File: src/rtl/window_level_gray_map_top_macros.svh
// Assertion macros for the window/level gray mapper.
`ifndef WINDOW_LEVEL_GRAY_MAP_TOP_MACROS_SVH
`define WINDOW_LEVEL_GRAY_MAP_TOP_MACROS_SVH

`ifndef SYNTHESIS
`define WLGM_ASSERT_IMPLIES(label, clk, rst, ante, cons) \
  label: assert property (@(posedge clk) disable iff (rst) (ante) |-> (cons)) \
    else $error("wlgm implication check failed");
`define WLGM_ASSERT_NEVER(label, clk, rst, cond) \
  label: assert property (@(posedge clk) disable iff (rst) !(cond)) \
    else $error("wlgm forbidden condition seen");
`else
`define WLGM_ASSERT_IMPLIES(label, clk, rst, ante, cons)
`define WLGM_ASSERT_NEVER(label, clk, rst, cond)
`endif

`endif

File: src/rtl/wlgm_pkg.sv
// Shared constants and types for the window/level gray mapper.
package wlgm_pkg;

  localparam int PIXEL_BITS     = 16;
  localparam int WORD_BITS      = 16;
  localparam int GRAY_BITS      = 8;
  localparam int REM_BITS       = PIXEL_BITS + GRAY_BITS;
  localparam int CFG_INDEX_BITS = 8;

  localparam logic [WORD_BITS-1:0] WINDOW_LOW_RESET  = WORD_BITS'(0);
  localparam logic [WORD_BITS-1:0] WINDOW_HIGH_RESET = WORD_BITS'(1000);
  localparam logic [GRAY_BITS-1:0] GRAY_MAX          = '1;

  typedef enum logic [CFG_INDEX_BITS-1:0] {
    REG_WINDOW_LOW  = CFG_INDEX_BITS'(0),
    REG_WINDOW_HIGH = CFG_INDEX_BITS'(1)
  } cfg_reg_t;

  typedef struct packed {
    logic sat_high;
    logic sat_low;
  } wlgm_flags_t;

  typedef struct packed {
    logic [REM_BITS-1:0]   rem;
    logic [PIXEL_BITS-1:0] den;
    logic [GRAY_BITS-1:0]  quo;
    wlgm_flags_t           flags;
  } wlgm_div_t;

endpackage

File: src/rtl/window_level_gray_map_top.sv
// Top level: window/level mapping of detector pixels to 8-bit gray.
//
//   channel   direction  payload
//   s_axis    in         tdata[15:0] pixel_in
//   m_axis    out        tdata[7:0]  gray_out
//   cfg       in         cfg_index, cfg_data[15:0]
//
// One pixel per clock sustained while m_axis_tready holds; 2 front stages, 8 divide steps.
// Each stage has its own valid bit and local ready, so bubbles close up under stall.
// rst is synchronous: clears valid bits, window_low to 0, window_high to 1000.
// cfg_ready is always high; write the window only while the pipe is empty.
`include "window_level_gray_map_top_macros.svh"

module window_level_gray_map_top (
  input  logic                              clk,
  input  logic                              rst,
  input  logic                              s_axis_tvalid,
  output logic                              s_axis_tready,
  input  logic [wlgm_pkg::WORD_BITS-1:0]    s_axis_tdata,   // [15:0] pixel_in
  output logic                              m_axis_tvalid,
  input  logic                              m_axis_tready,
  output logic [wlgm_pkg::GRAY_BITS-1:0]    m_axis_tdata,   // [7:0] gray_out
  input  logic                              cfg_valid,
  output logic                              cfg_ready,
  input  logic [wlgm_pkg::CFG_INDEX_BITS-1:0] cfg_index,
  input  logic [wlgm_pkg::WORD_BITS-1:0]    cfg_data
);
  import wlgm_pkg::*;

  logic [WORD_BITS-1:0] window_low, window_high;
  logic [GRAY_BITS:0]   link_valid, link_ready;
  wlgm_div_t            link_data [GRAY_BITS+1];
  wlgm_div_t            last;

  assign cfg_ready = 1'b1;

  always_ff @(posedge clk) begin
    if (rst) begin
      window_low  <= WINDOW_LOW_RESET;
      window_high <= WINDOW_HIGH_RESET;
    end else if (cfg_valid && cfg_ready) begin
      unique case (cfg_index)
        REG_WINDOW_LOW:  window_low  <= cfg_data;
        REG_WINDOW_HIGH: window_high <= cfg_data;
        default: ;
      endcase
    end
  end

  wlgm_front u_front (
    .clk         (clk),
    .rst         (rst),
    .in_valid    (s_axis_tvalid),
    .in_ready    (s_axis_tready),
    .pixel       (s_axis_tdata),
    .window_low  (window_low),
    .window_high (window_high),
    .out_valid   (link_valid[0]),
    .out_ready   (link_ready[0]),
    .out_data    (link_data[0])
  );

  for (genvar i = 0; i < GRAY_BITS; i++) begin : g_div
    wlgm_div_step u_step (
      .clk       (clk),
      .rst       (rst),
      .in_valid  (link_valid[i]),
      .in_ready  (link_ready[i]),
      .in_data   (link_data[i]),
      .out_valid (link_valid[i+1]),
      .out_ready (link_ready[i+1]),
      .out_data  (link_data[i+1])
    );
  end

  assign last                  = link_data[GRAY_BITS];
  assign link_ready[GRAY_BITS] = m_axis_tready;
  assign m_axis_tvalid         = link_valid[GRAY_BITS];

  always_comb begin
    if (last.flags.sat_high) begin
      m_axis_tdata = GRAY_MAX;
    end else if (last.flags.sat_low) begin
      m_axis_tdata = '0;
    end else begin
      m_axis_tdata = last.quo;
    end
  end

  // input only stalls when a finished word is held at the output
  `WLGM_ASSERT_NEVER(a_stall_needs_output, clk, rst, !s_axis_tready && !m_axis_tvalid)
  // an in-window pixel always has a nonzero divisor
  `WLGM_ASSERT_IMPLIES(a_den_nonzero, clk, rst, m_axis_tvalid && !last.flags.sat_high && !last.flags.sat_low, last.den != '0)
  // final remainder (doubled) stays below twice the aligned divisor
  `WLGM_ASSERT_IMPLIES(a_rem_bound, clk, rst, m_axis_tvalid && !last.flags.sat_high && !last.flags.sat_low, last.rem < REM_BITS'({last.den, GRAY_BITS'(0)}))

endmodule

File: src/rtl/wlgm_front.sv
// Front stages: window compare and offset, then scale by 255.
module wlgm_front (
  input  logic                        clk,
  input  logic                        rst,
  input  logic                        in_valid,
  output logic                        in_ready,
  input  logic [wlgm_pkg::WORD_BITS-1:0] pixel,
  input  logic [wlgm_pkg::WORD_BITS-1:0] window_low,
  input  logic [wlgm_pkg::WORD_BITS-1:0] window_high,
  output logic                        out_valid,
  input  logic                        out_ready,
  output wlgm_pkg::wlgm_div_t         out_data
);
  import wlgm_pkg::*;

  logic [PIXEL_BITS-1:0] p, lo, hi;
  logic                  a_valid, a_ready;
  logic [PIXEL_BITS-1:0] a_diff, a_den;
  wlgm_flags_t           a_flags;
  logic                  b_valid, b_ready;
  wlgm_div_t             b_data;

  assign p  = pixel[PIXEL_BITS-1:0];
  assign lo = window_low[PIXEL_BITS-1:0];
  assign hi = window_high[PIXEL_BITS-1:0];

  assign b_ready  = !b_valid || out_ready;
  assign a_ready  = !a_valid || b_ready;
  assign in_ready = a_ready;

  always_ff @(posedge clk) begin
    if (rst) begin
      a_valid <= 1'b0;
    end else if (a_ready) begin
      a_valid <= in_valid;
    end
    if (a_ready && in_valid) begin
      a_diff           <= p - lo;
      a_den            <= hi - lo;
      a_flags.sat_high <= (p >= hi);
      a_flags.sat_low  <= (p < lo);
    end
  end

  // 255 * d as (d << 8) - d
  always_ff @(posedge clk) begin
    if (rst) begin
      b_valid <= 1'b0;
    end else if (b_ready) begin
      b_valid <= a_valid;
    end
    if (b_ready && a_valid) begin
      b_data.rem   <= REM_BITS'({a_diff, GRAY_BITS'(0)}) - REM_BITS'(a_diff);
      b_data.den   <= a_den;
      b_data.quo   <= '0;
      b_data.flags <= a_flags;
    end
  end

  assign out_valid = b_valid;
  assign out_data  = b_data;

endmodule

File: src/rtl/wlgm_div_step.sv
// One restoring-division step: one quotient bit per stage.
module wlgm_div_step (
  input  logic                clk,
  input  logic                rst,
  input  logic                in_valid,
  output logic                in_ready,
  input  wlgm_pkg::wlgm_div_t in_data,
  output logic                out_valid,
  input  logic                out_ready,
  output wlgm_pkg::wlgm_div_t out_data
);
  import wlgm_pkg::*;

  logic [REM_BITS-1:0] dsh;
  logic [REM_BITS-1:0] rem_sub;
  logic                ge;
  logic                valid;
  wlgm_div_t           data;

  // divisor aligned to the top quotient bit; remainder doubles each step
  assign dsh     = REM_BITS'({in_data.den, (GRAY_BITS-1)'(0)});
  assign ge      = (in_data.rem >= dsh);
  assign rem_sub = ge ? (in_data.rem - dsh) : in_data.rem;

  assign in_ready = !valid || out_ready;

  always_ff @(posedge clk) begin
    if (rst) begin
      valid <= 1'b0;
    end else if (in_ready) begin
      valid <= in_valid;
    end
    if (in_ready && in_valid) begin
      data.rem   <= {rem_sub[REM_BITS-2:0], 1'b0};
      data.den   <= in_data.den;
      data.quo   <= {in_data.quo[GRAY_BITS-2:0], ge};
      data.flags <= in_data.flags;
    end
  end

  assign out_valid = valid;
  assign out_data  = data;

endmodule
File: config.mk
export PLATFORM = sky130hd
export DESIGN_NAME = window_level_gray_map_top
export DESIGN_NICKNAME = d
export VERILOG_FILES = /design/src/rtl/wlgm_pkg.sv /design/src/rtl/window_level_gray_map_top.sv /design/src/rtl/wlgm_front.sv /design/src/rtl/wlgm_div_step.sv
export VERILOG_INCLUDE_DIRS = /design/src /design/src/rtl
export SDC_FILE = /design/constraint.sdc
export NUM_CORES = 1
export LEC_CHECK = 0
export BUFFER_PORTS_ARGS = -buffer_cell sky130_fd_sc_hd__buf_4
export CAP_MARGIN = 20
export CORE_MARGIN = 2
export CORE_UTILIZATION = 40
export CTS_BUF_LIST = sky130_fd_sc_hd__clkbuf_2 sky130_fd_sc_hd__clkbuf_4 sky130_fd_sc_hd__clkbuf_8
export DETAILED_ROUTE_END_ITERATION = 12
export PLACE_DENSITY_LB_ADDON = 0.15
export REMOVE_ABC_BUFFERS = 1
export SKIP_LAST_GASP = 1
export SLEW_MARGIN = 20
export SYNTH_ARGS = -nofsm -noshare
export SYNTH_HDL_FRONTEND = slang
export SYNTH_HIERARCHICAL = 1
export SYNTH_SLANG_ARGS = --single-unit
File: constraint.sdc
create_clock -name clk -period 4 [get_ports clk]
set_input_delay 0.4 -clock clk [delete_from_list [all_inputs] [get_ports clk]]
set_output_delay 0.4 -clock clk [all_outputs]
set_load 0.005 [all_outputs]
==> metrics.yaml, run 1 <==
syn_avg_cell_area_um2: 11.8
power_mw: 10.2
grt_max_degree: 59
antenna_found_initial: 1
core_mm2: 0.0618
antenna_left: 0
cp.required_ns: 3.60
wl_per_cell_um: 17.3
die_area_mm2: 0.0647
grt_usage: 0.171
tns_ns: 0
cts_max_level: 3
skew_ns: 0.0513
crit_path_end_kind: "output pin"
cts_made_buffers: 81
hpwl_um: 41900
finalWirelength_um: 54200
startpoint_type: "input pin"
period_needed_ns: 3.45
fmax_mhz: 290
crit_fanout: 4
tightestPinTransition_ns: 1.15
fin_crit_sh: 0.862
final_hold_viol_count: 0
synthCells: 2127
vdd_drop_max_mv: 0.222
layout.nets: 2477
drc: 0
crit_arrival_ns: 3.05
syn_to_final_growth_pct: 11.6
overflow: 0
cts_root_buf: "clkbuf_8"
io_buffer_count: 54
fillCellCount: 5639
status: "finished, final reports clean"
grt_pass1_vias: 17000
hold_path.class: "input pin to flip-flop"
drtIter0Drc: 664
cap_violations: 0
multi_input_area_mm2: 0.0111
start_util: 0.406
ys_warn_count: 6
grt_pass1_wl_um: 87200
rsz0062_at_grt: "no"
drive_above_1_share: 0.131
cts_buffer_depth: 3
firstDrtPassIters: 6
critPathKind: "input pin to output pin"
slew_headroom: 0.221
die_y_um: 254
insertion_delay_ns: 0.68
cts_resized: 0
syn_area_mm2: 0.0251
tritoncts: "yes"
vias: 16400
via_per_inst: 5.23
path_clk_slew_ns: 0.05
cts_sinks: 443
regArea_mm2: 0.0129
die_w_um: 254
num_io_pins: 56
rows: 91
p_leak_nw: 11.0
setup_viol: 0
p_per_area_mw_per_mm2: 364
cts_post_setup_buffers_inserted: 0
drv_slew: 0
final_util: 0.453
place.gp.congestion: 0.922
## routing by layer
layer	wire [µm]	GRT usage	vias up
met5	0	0	-
met4	2340	0.0892	0
met3	1620	0.0275	147
met2	30200	0.343	303
met1	20000	0.166	7832
li1	-	-	8109
## where the power goes
part	switching [mW]	leakage (nW)	internal (mW)
Clock	1.89	0.802	2.25
Combinational	0.464	6.23	0.393
Sequential	0.0612	3.97	5.14
## area by class of cell
type / instances / area share
clock buffers: 105 / 0.0465
diodes: 1 / 0.0000894
repair buffers: 81 / 0.0232
clock inverters: 36 / 0.00845
flip-flops and latches: 443 / 0.460
well taps: 837 / 0.0374
multi-input cells: 1415 / 0.395
inverters: 217 / 0.0295
## layout by cell type, fill, tap and decap left out, types with 21 or more instances in the layout
master    count
nand2_1     125
ha_1        184
clkbuf_4     23
a21oi_1     125
nor2_1      108
o21a_1       47
mux2_1       21
mux2_4       49
dfxtp_1      42
nand2b_1     47
a21o_1       64
nor3_1       29
buf_4        64
mux2i_1      39
nand3_1      34
nand4_1      22
inv_1       212
xor2_1       36
edfxtp_1    401
o21ai_0      60
o31ai_1      31
clkbuf_8     82
xnor2_1      77
## what timing repair did
action	4_1_cts	5_1_grt
endpoints found under the setup margin	0	0
endpoints found under the hold margin	32	0
hold buffers	17	0
## stage by stage
stage | setup WS, ns | instance area, µm² | hold WS [ns] | instances
after floorplan | 0.222 | 24700 | 0.400 | 2075
after global placement | 0.756 | 26300 | 0.402 | 2976
after detailed placement | 0.746 | 26300 | 0.405 | 2976
after CTS | 0.571 | 28000 | 0.0113 | 3134
after global routing | 0.357 | 28000 | 0.0765 | 3135
final | 0.550 | 28000 | 0.0745 | 3135
## flip-flops by register name (all words and copies together) (netlist names)
| register | count |
|---|---|
| g_div.u_step/out_data | 325 |
| u_front/out_data | 42 |
| u_front/a_den | 16 |
| u_front/a_diff | 16 |
| window_high | 16 |
| window_low | 16 |
| g_div.u_step/out_valid | 8 |
| u_front/a_flags | 2 |
| u_front/a_valid | 1 |
| u_front/out_valid | 1 |
## worst max-delay path, cell delays in order
cell and delay [ns]:
dlygate4sd3_1 0.54, buf_4 0.13, nand2b_1 0.15, nand2b_1 0.18, nand2b_1 0.18, nand2b_1 0.18
nand2b_1 0.18, nand2b_1 0.18, nand2b_1 0.17, nand2b_1 0.18, nor2b_1 0.32, nand2_1 0.11
buf_4 0.15
## worst paths after layout
kind	to	cells past startpoint	slack (ns)	from
setup / recovery	s_axis_tready	13	0.55	m_axis_tready
hold / removal	window_high[10]$_SDFFE_PP0P_	3	0.07	cfg_data[10]
setup reg to reg	g_div[3].u_step/out_data[41]$_DFFE_PP_	7	0.64	g_div[2].u_step/out_data[35]$_DFFE_PP_
hold reg to reg	g_div[4].u_step/out_data[1]$_DFFE_PP_	0	0.40	g_div[3].u_step/out_data[1]$_DFFE_PP_
No activity file was read; power rests on OpenSTA's default activity.
==> inputs of run 2 (changes only) <==
BUFFER_PORTS_ARGS = -buffer_cell sky130_fd_sc_hd__buf_2   (was -buffer_cell sky130_fd_sc_hd__buf_4)
CORE_UTILIZATION = 60   (was 40)
GPL_TIMING_DRIVEN = 0   (was default)
==> run 2 against run 1 <==
Register-to-register slack worse by 0.15 ns. Final cell count shrank 11%. Sequential share of layout area up 1.1 points. Largest power group unchanged. Clock skew is 0.032 ns lower.
==> metrics.yaml, run 2 (synthesized netlist as in run 1, its figures left out) <==
power_mw: 9.91  # -2.8%
tritoncts: "yes"
startpoint_type: "flip-flop"
cts_max_level: 3  # unchanged
intPower_mw: 7.61  # -2.2%
hpwl_um: 38500  # -8.0%
die_area_mm2: 0.0435  # -33%
fmax_mhz: 285  # -1.6%
vias: 16400  # +0.18%
layout.nets: 2453  # -0.97%
switching_power_mw: 2.30  # -4.7%
cp.required_ns: 4.35  # +0.75 ns
firstDrtPassIters: 7  # +1
pwr-share-seq: 0.524  # +0.014
status: "finished, final reports clean"
critPathKind: "flip-flop to flip-flop"
cts_root_buf: "clkbuf_8"
hold_ws_ns: 0.0632  # -0.0113 ns
grt_max_degree: 59  # unchanged
switching_share: 0.232  # -0.00470
antenna_left: 0  # unchanged
p_leak_nw: 10.9  # -1.2%
die_w_um: 208  # -18%
pre_cts_slack_ns: 0.474  # -0.273 ns
place.gp.congestion: 0.965  # +4.7%
wl_per_cell_um: 17.8  # +2.8%
start_util: 0.612  # +0.206
fin_crit_sh: 0.877  # +0.0144
io_buffer_count: 54  # unchanged
syn_to_final_growth_pct: 8.93
combPwrFrac: 0.085  # about the same
final_common_cell: "edfxtp_1"
cts_sinks: 443  # unchanged
r2r_setup_slack_ns: 0.49  # -0.15 ns
p_per_area_mw_per_mm2: 363  # -0.42%
setup_ws_ns: 0.493  # -0.0576 ns
regArea_mm2: 0.0129  # unchanged
critPathMaxStageDelay_ns: 0.78  # +0.24 ns
cts_made_buffers: 74  # -8.6%
insertion_delay_ns: 0.62  # -0.06 ns
via_per_inst: 5.86  # +12%
cap_violations: 0  # unchanged
antenna_cells: 0  # -1
drc: 0  # unchanged
vdd_drop_max_mv: 0.281  # +27%
path_buf_inv: 1  # -2
cts_post_setup_buffers_inserted: 0  # unchanged
reg2reg_depth: 8  # +1
fillCellCount: 3074  # -45%
num_io_pins: 56  # unchanged
cp_slowest_cell: "a2111o_1"
drtIter0Drc: 1024  # +54%
crit_path_end_kind: "flip-flop"
die_y_um: 208  # -18%
slew_headroom: 0.351  # +0.130
cts_buffer_depth: 3  # unchanged
final_cell_mix: "edfxtp_1 (401), inv_1 (212), ha_1 (184)"
crit_arrival_ns: 3.85  # +0.80 ns
finalWirelength_um: 49800  # -8.0%
setup_viol: 0  # unchanged
largest_register_ffs: 325  # unchanged
worst-path-stages: 8  # -5
final_hold_viol_count: 0  # unchanged
rsz0062_at_grt: "no"
crit_family: "compound AO/OA/AOI/OAI gates"
skew_ns: 0.0191  # -0.0322 ns
path_clk_slew_ns: 0.06  # about the same
tightestPinTransition_ns: 0.974  # -0.178 ns
multi_input_area_mm2: 0.0110  # about the same
grt_pass1_wl_um: 81100  # -7.0%
path_cells: "inv_1, ha_1, nand2_1, nor2_1, nand4_1, a31oi_1, a2111o_1, mux2_1"
core_mm2: 0.0410  # -34%
hold_path.class: "input pin to flip-flop"
clkPwrFrac: 0.391  # -0.015
grt_usage: 0.232  # +0.0603
drv_slew: 0  # unchanged
grt_pass1_vias: 16700  # -1.6%
antenna_found_initial: 0  # -1
whs_path_depth: 3  # unchanged
drive_above_1_share: 0.130  # -0.00163
overflow: 0  # unchanged
rows: 74  # -19%
period_needed_ns: 3.51  # +0.0576 ns
crit_fanout: 17  # +13
-- run 2: per-layer routing --
layer	wire, µm	vias to the layer above	track usage
met5	0	-	0
met4	2390	0	0.125
met3	1680	140	0.0403
met2	27200	347	0.449
met1	18600	7857	0.234
li1	-	8077	-
-- run 2: path summary, 6_finish.rpt --
path / from / end
setup / recovery: u_front/out_data[16]$_DFFE_PP_ / g_div[0].u_step/out_data[49]$_DFFE_PP_
hold / removal: cfg_data[12] / window_high[12]$_SDFFE_PP0P_
hold reg to reg: g_div[2].u_step/out_data[4]$_DFFE_PP_ / g_div[3].u_step/out_data[5]$_DFFE_PP_
setup reg to reg: u_front/out_data[16]$_DFFE_PP_ / g_div[0].u_step/out_data[49]$_DFFE_PP_
-- run 2: repair_timing --
item	4_1_cts	5_1_grt
hold buffers	1	0
endpoints found under the hold margin	1	0
resized for setup	0	0
-- run 2: power by group through the flow --
| stage | Clock, mW | Combinational (mW) | Sequential, mW |
|---|---|---|---|
| final | 3.88 | 0.838 | 5.19 |
| after CTS | 3.98 | 0.835 | 5.19 |
| after floorplan | 0 | 0.633 | 5.27 |
| after detailed placement | 0 | 0.829 | 5.29 |
| after global placement | 0 | 0.796 | 5.29 |
| after global routing | 4.18 | 0.926 | 5.20 |
-- run 2: cell type report --
class / instances / area share
timing repair buffer: 64 / 0.0169
multi-input combinational: 1415 / 0.404
sequential: 443 / 0.471
clock buffer: 99 / 0.0455
inverter: 217 / 0.0303
tap: 532 / 0.0244
clock inverter: 34 / 0.00723
-- run 2: worst min-delay path: stages --
cell	delay, ns
buf_2	0.09
nand2b_1	0.07
mux2i_1	0.06
-- run 2: through the flow --
step	TNS [ns]	cell area [µm²]	util	instances
final	0	27300	0.666	2804
after CTS	0	27300	0.666	2804
after global routing	0	27300	0.666	2804
after floorplan	0	24700	-	2075
after detailed placement	0	25900	0.631	2670
after global placement	-33.01	25700	0.626	2661
==> inputs of run 3 (changes only) <==
RECOVER_POWER = 50   (was default)
==> run 3 against run 2 <==
The run now ends with capacitance limit, slew limit left. Clock power is essentially flat. Fmax is 0.40% higher. Worst setup slack better by 0.014 ns. Sequential share of layout area up 0.14 points. Largest cell class unchanged. Total power about the same. Wire length fell by 0.13%. Via count about the same. First-iteration DRC count fell by 7.1%. Largest power group unchanged. Clock skew is 0.0018 ns higher. Core utilization shrank 0.19 points.
==> metrics.yaml, run 3 (synthesized netlist as in run 1, its figures left out) <==
startpoint_type: "flip-flop"
cap_violations: 4  # +4
cts_max_level: 3  # unchanged
whs_path_depth: 3  # unchanged
grt_pass1_wl_um: 81100  # unchanged
final_hold_viol_count: 0  # unchanged
cp-endpoint: "g_div[3].u_step/out_data[36]$_DFFE_PP_"
antenna_left: 0  # unchanged
path_clk_slew_ns: 0.06  # about the same
design_area_mm2: 0.0272  # -0.29%
grt_max_degree: 59  # unchanged
final_cell_mix: "edfxtp_1 (401), inv_1 (212), ha_1 (184)"
num_io_pins: 56  # unchanged
via_per_inst: 5.86  # about the same
die_w_um: 208  # unchanged
rsz0062_at_grt: "no"
p_leak_nw: 10.8  # -0.43%
status: "finished with violations"
cts_post_setup_buffers_inserted: 0  # unchanged
core_mm2: 0.0410  # unchanged
setup_viol: 0  # unchanged
tritoncts: "yes"
vdd_drop_max_mv: 0.281  # about the same
cts_resized: 0  # unchanged
place.gp.congestion: 0.965  # unchanged
power_mw: 9.91  # about the same
fmax_mhz: 286  # +0.40%
cts_made_buffers: 74  # unchanged
finalWirelength_um: 49800  # -0.13%
crit_fanout: 17  # unchanged
p_per_area_mw_per_mm2: 364  # +0.26%
cts_buffer_depth: 3  # unchanged
period_needed_ns: 3.49  # -0.0140 ns
syn_to_final_growth_pct: 8.62
overflow: 0  # unchanged
rows: 74  # unchanged
slew_headroom: -0.361  # -0.712
cts_root_buf: "clkbuf_8"
hold_ws_ns: 0.0630  # -0.000269 ns
grt_usage: 0.232  # unchanged
hpwl_um: 38500  # unchanged
skew_ns: 0.0209  # +0.00184 ns
fin_crit_sh: 0.873  # -0.00351
cts_sinks: 443  # unchanged
insertion_delay_ns: 0.62  # about the same
vias: 16400  # +0.012%
final_util: 0.664  # -0.00192
r2r_start: "g_div[2].u_step/out_data[39]$_DFFE_PP_"
drc: 0  # unchanged
reg2reg_depth: 7  # -1
drtIter0Drc: 951  # -7.1%
hold_path.class: "input pin to flip-flop"
cp.required_ns: 4.36  # about the same
drive_above_1_share: 0.124  # -0.00616
crit_arrival_ns: 3.85  # about the same
antenna_cells: 0  # unchanged
largest_register_ffs: 325  # unchanged
setup.worst_path.start: "g_div[2].u_step/out_data[39]$_DFFE_PP_"
die_y_um: 208  # unchanged
drv_slew: 165  # +165
firstDrtPassIters: 5  # -2
final_common_cell: "edfxtp_1"
reg2reg_to: "g_div[3].u_step/out_data[36]$_DFFE_PP_"
grt_pass1_vias: 16700  # unchanged
hold_buffers: 1  # unchanged
crit_path_end_kind: "flip-flop"
io_buffer_count: 54  # unchanged
die_area_mm2: 0.0435  # unchanged
critPathKind: "flip-flop to flip-flop"
placed_cell_area_mm2: 0.0259  # unchanged
hp-start: "cfg_data[9]"
start_util: 0.612  # unchanged
violations: "capacitance limit, slew limit"
tightestPinTransition_ns: 2.04  # +1.07 ns
antenna_found_initial: 0  # unchanged
r2r_setup_slack_ns: 0.51  # about the same
layout.nets: 2453  # unchanged
wl_per_cell_um: 17.7  # -0.13%
run 3: cell count changes in the layout (fill, tap and decap cells not counted), sizes merged:
cell and delta:
clkbuf +8, buf -8
run 3: worst min path at each step:
| stage | end | slack (ns) |
|---|---|---|
| after floorplan | g_div[0].u_step/out_data[0]$_DFFE_PP_ | 0.40 |
| after global placement | g_div[7].u_step/out_data[8]$_DFFE_PP_ | 0.40 |
| after detailed placement | g_div[5].u_step/out_data[6]$_DFFE_PP_ | 0.40 |
| after CTS | window_high[5]$_SDFFE_PP1P_ | 0.03 |
| after global routing | window_high[9]$_SDFFE_PP1P_ | 0.05 |
| final | window_high[9]$_SDFFE_PP1P_ | 0.06 |
run 3: power breakdown:
group	internal, mW	switching, mW	leakage (nW)
clock network	2.10	1.78	0.759
logic	0.375	0.460	6.09
registers	5.14	0.0571	3.97
total	7.61	2.30	10.8
run 3: per-layer routing:
layer,global-route usage,part of all wire,vias up
li1,-,-,8080
met1,0.234,0.37,7846
met2,0.449,0.54,350
met3,0.0403,0.034,147
met4,0.125,0.048,0
met5,0,0,-
run 3: area by class of cell:
type,instances,area (µm²)
multi-input combinational,1415,11000
sequential,443,12900
clock buffer,99,1240
fill,3090,13800
inverter,217,827
timing repair buffer,64,405
tap,532,666
clock inverter,34,198
run 3: worst max-delay path, stage by stage, from the launching register on:
cell	delay, ns
edfxtp_1	0.40
ha_1	0.39
nand2_1	0.09
nor2_1	0.51
nand4_1	0.45
a31oi_1	0.26
a2111o_1	0.73
mux2_1	0.39
run 3: metrics by stage:
| stage | setup WS [ns] | setup TNS [ns] | cells |
|---|---|---|---|
| floorplan | 0.222 | 0 | 2075 |
| detailed placement | 0.474 | 0 | 2670 |
| finish | 0.507 | 0 | 2804 |
| global route | 0.319 | 0 | 2804 |
| CTS | 0.445 | 0 | 2804 |
| global placement | -0.792 | -33.01 | 2661 |
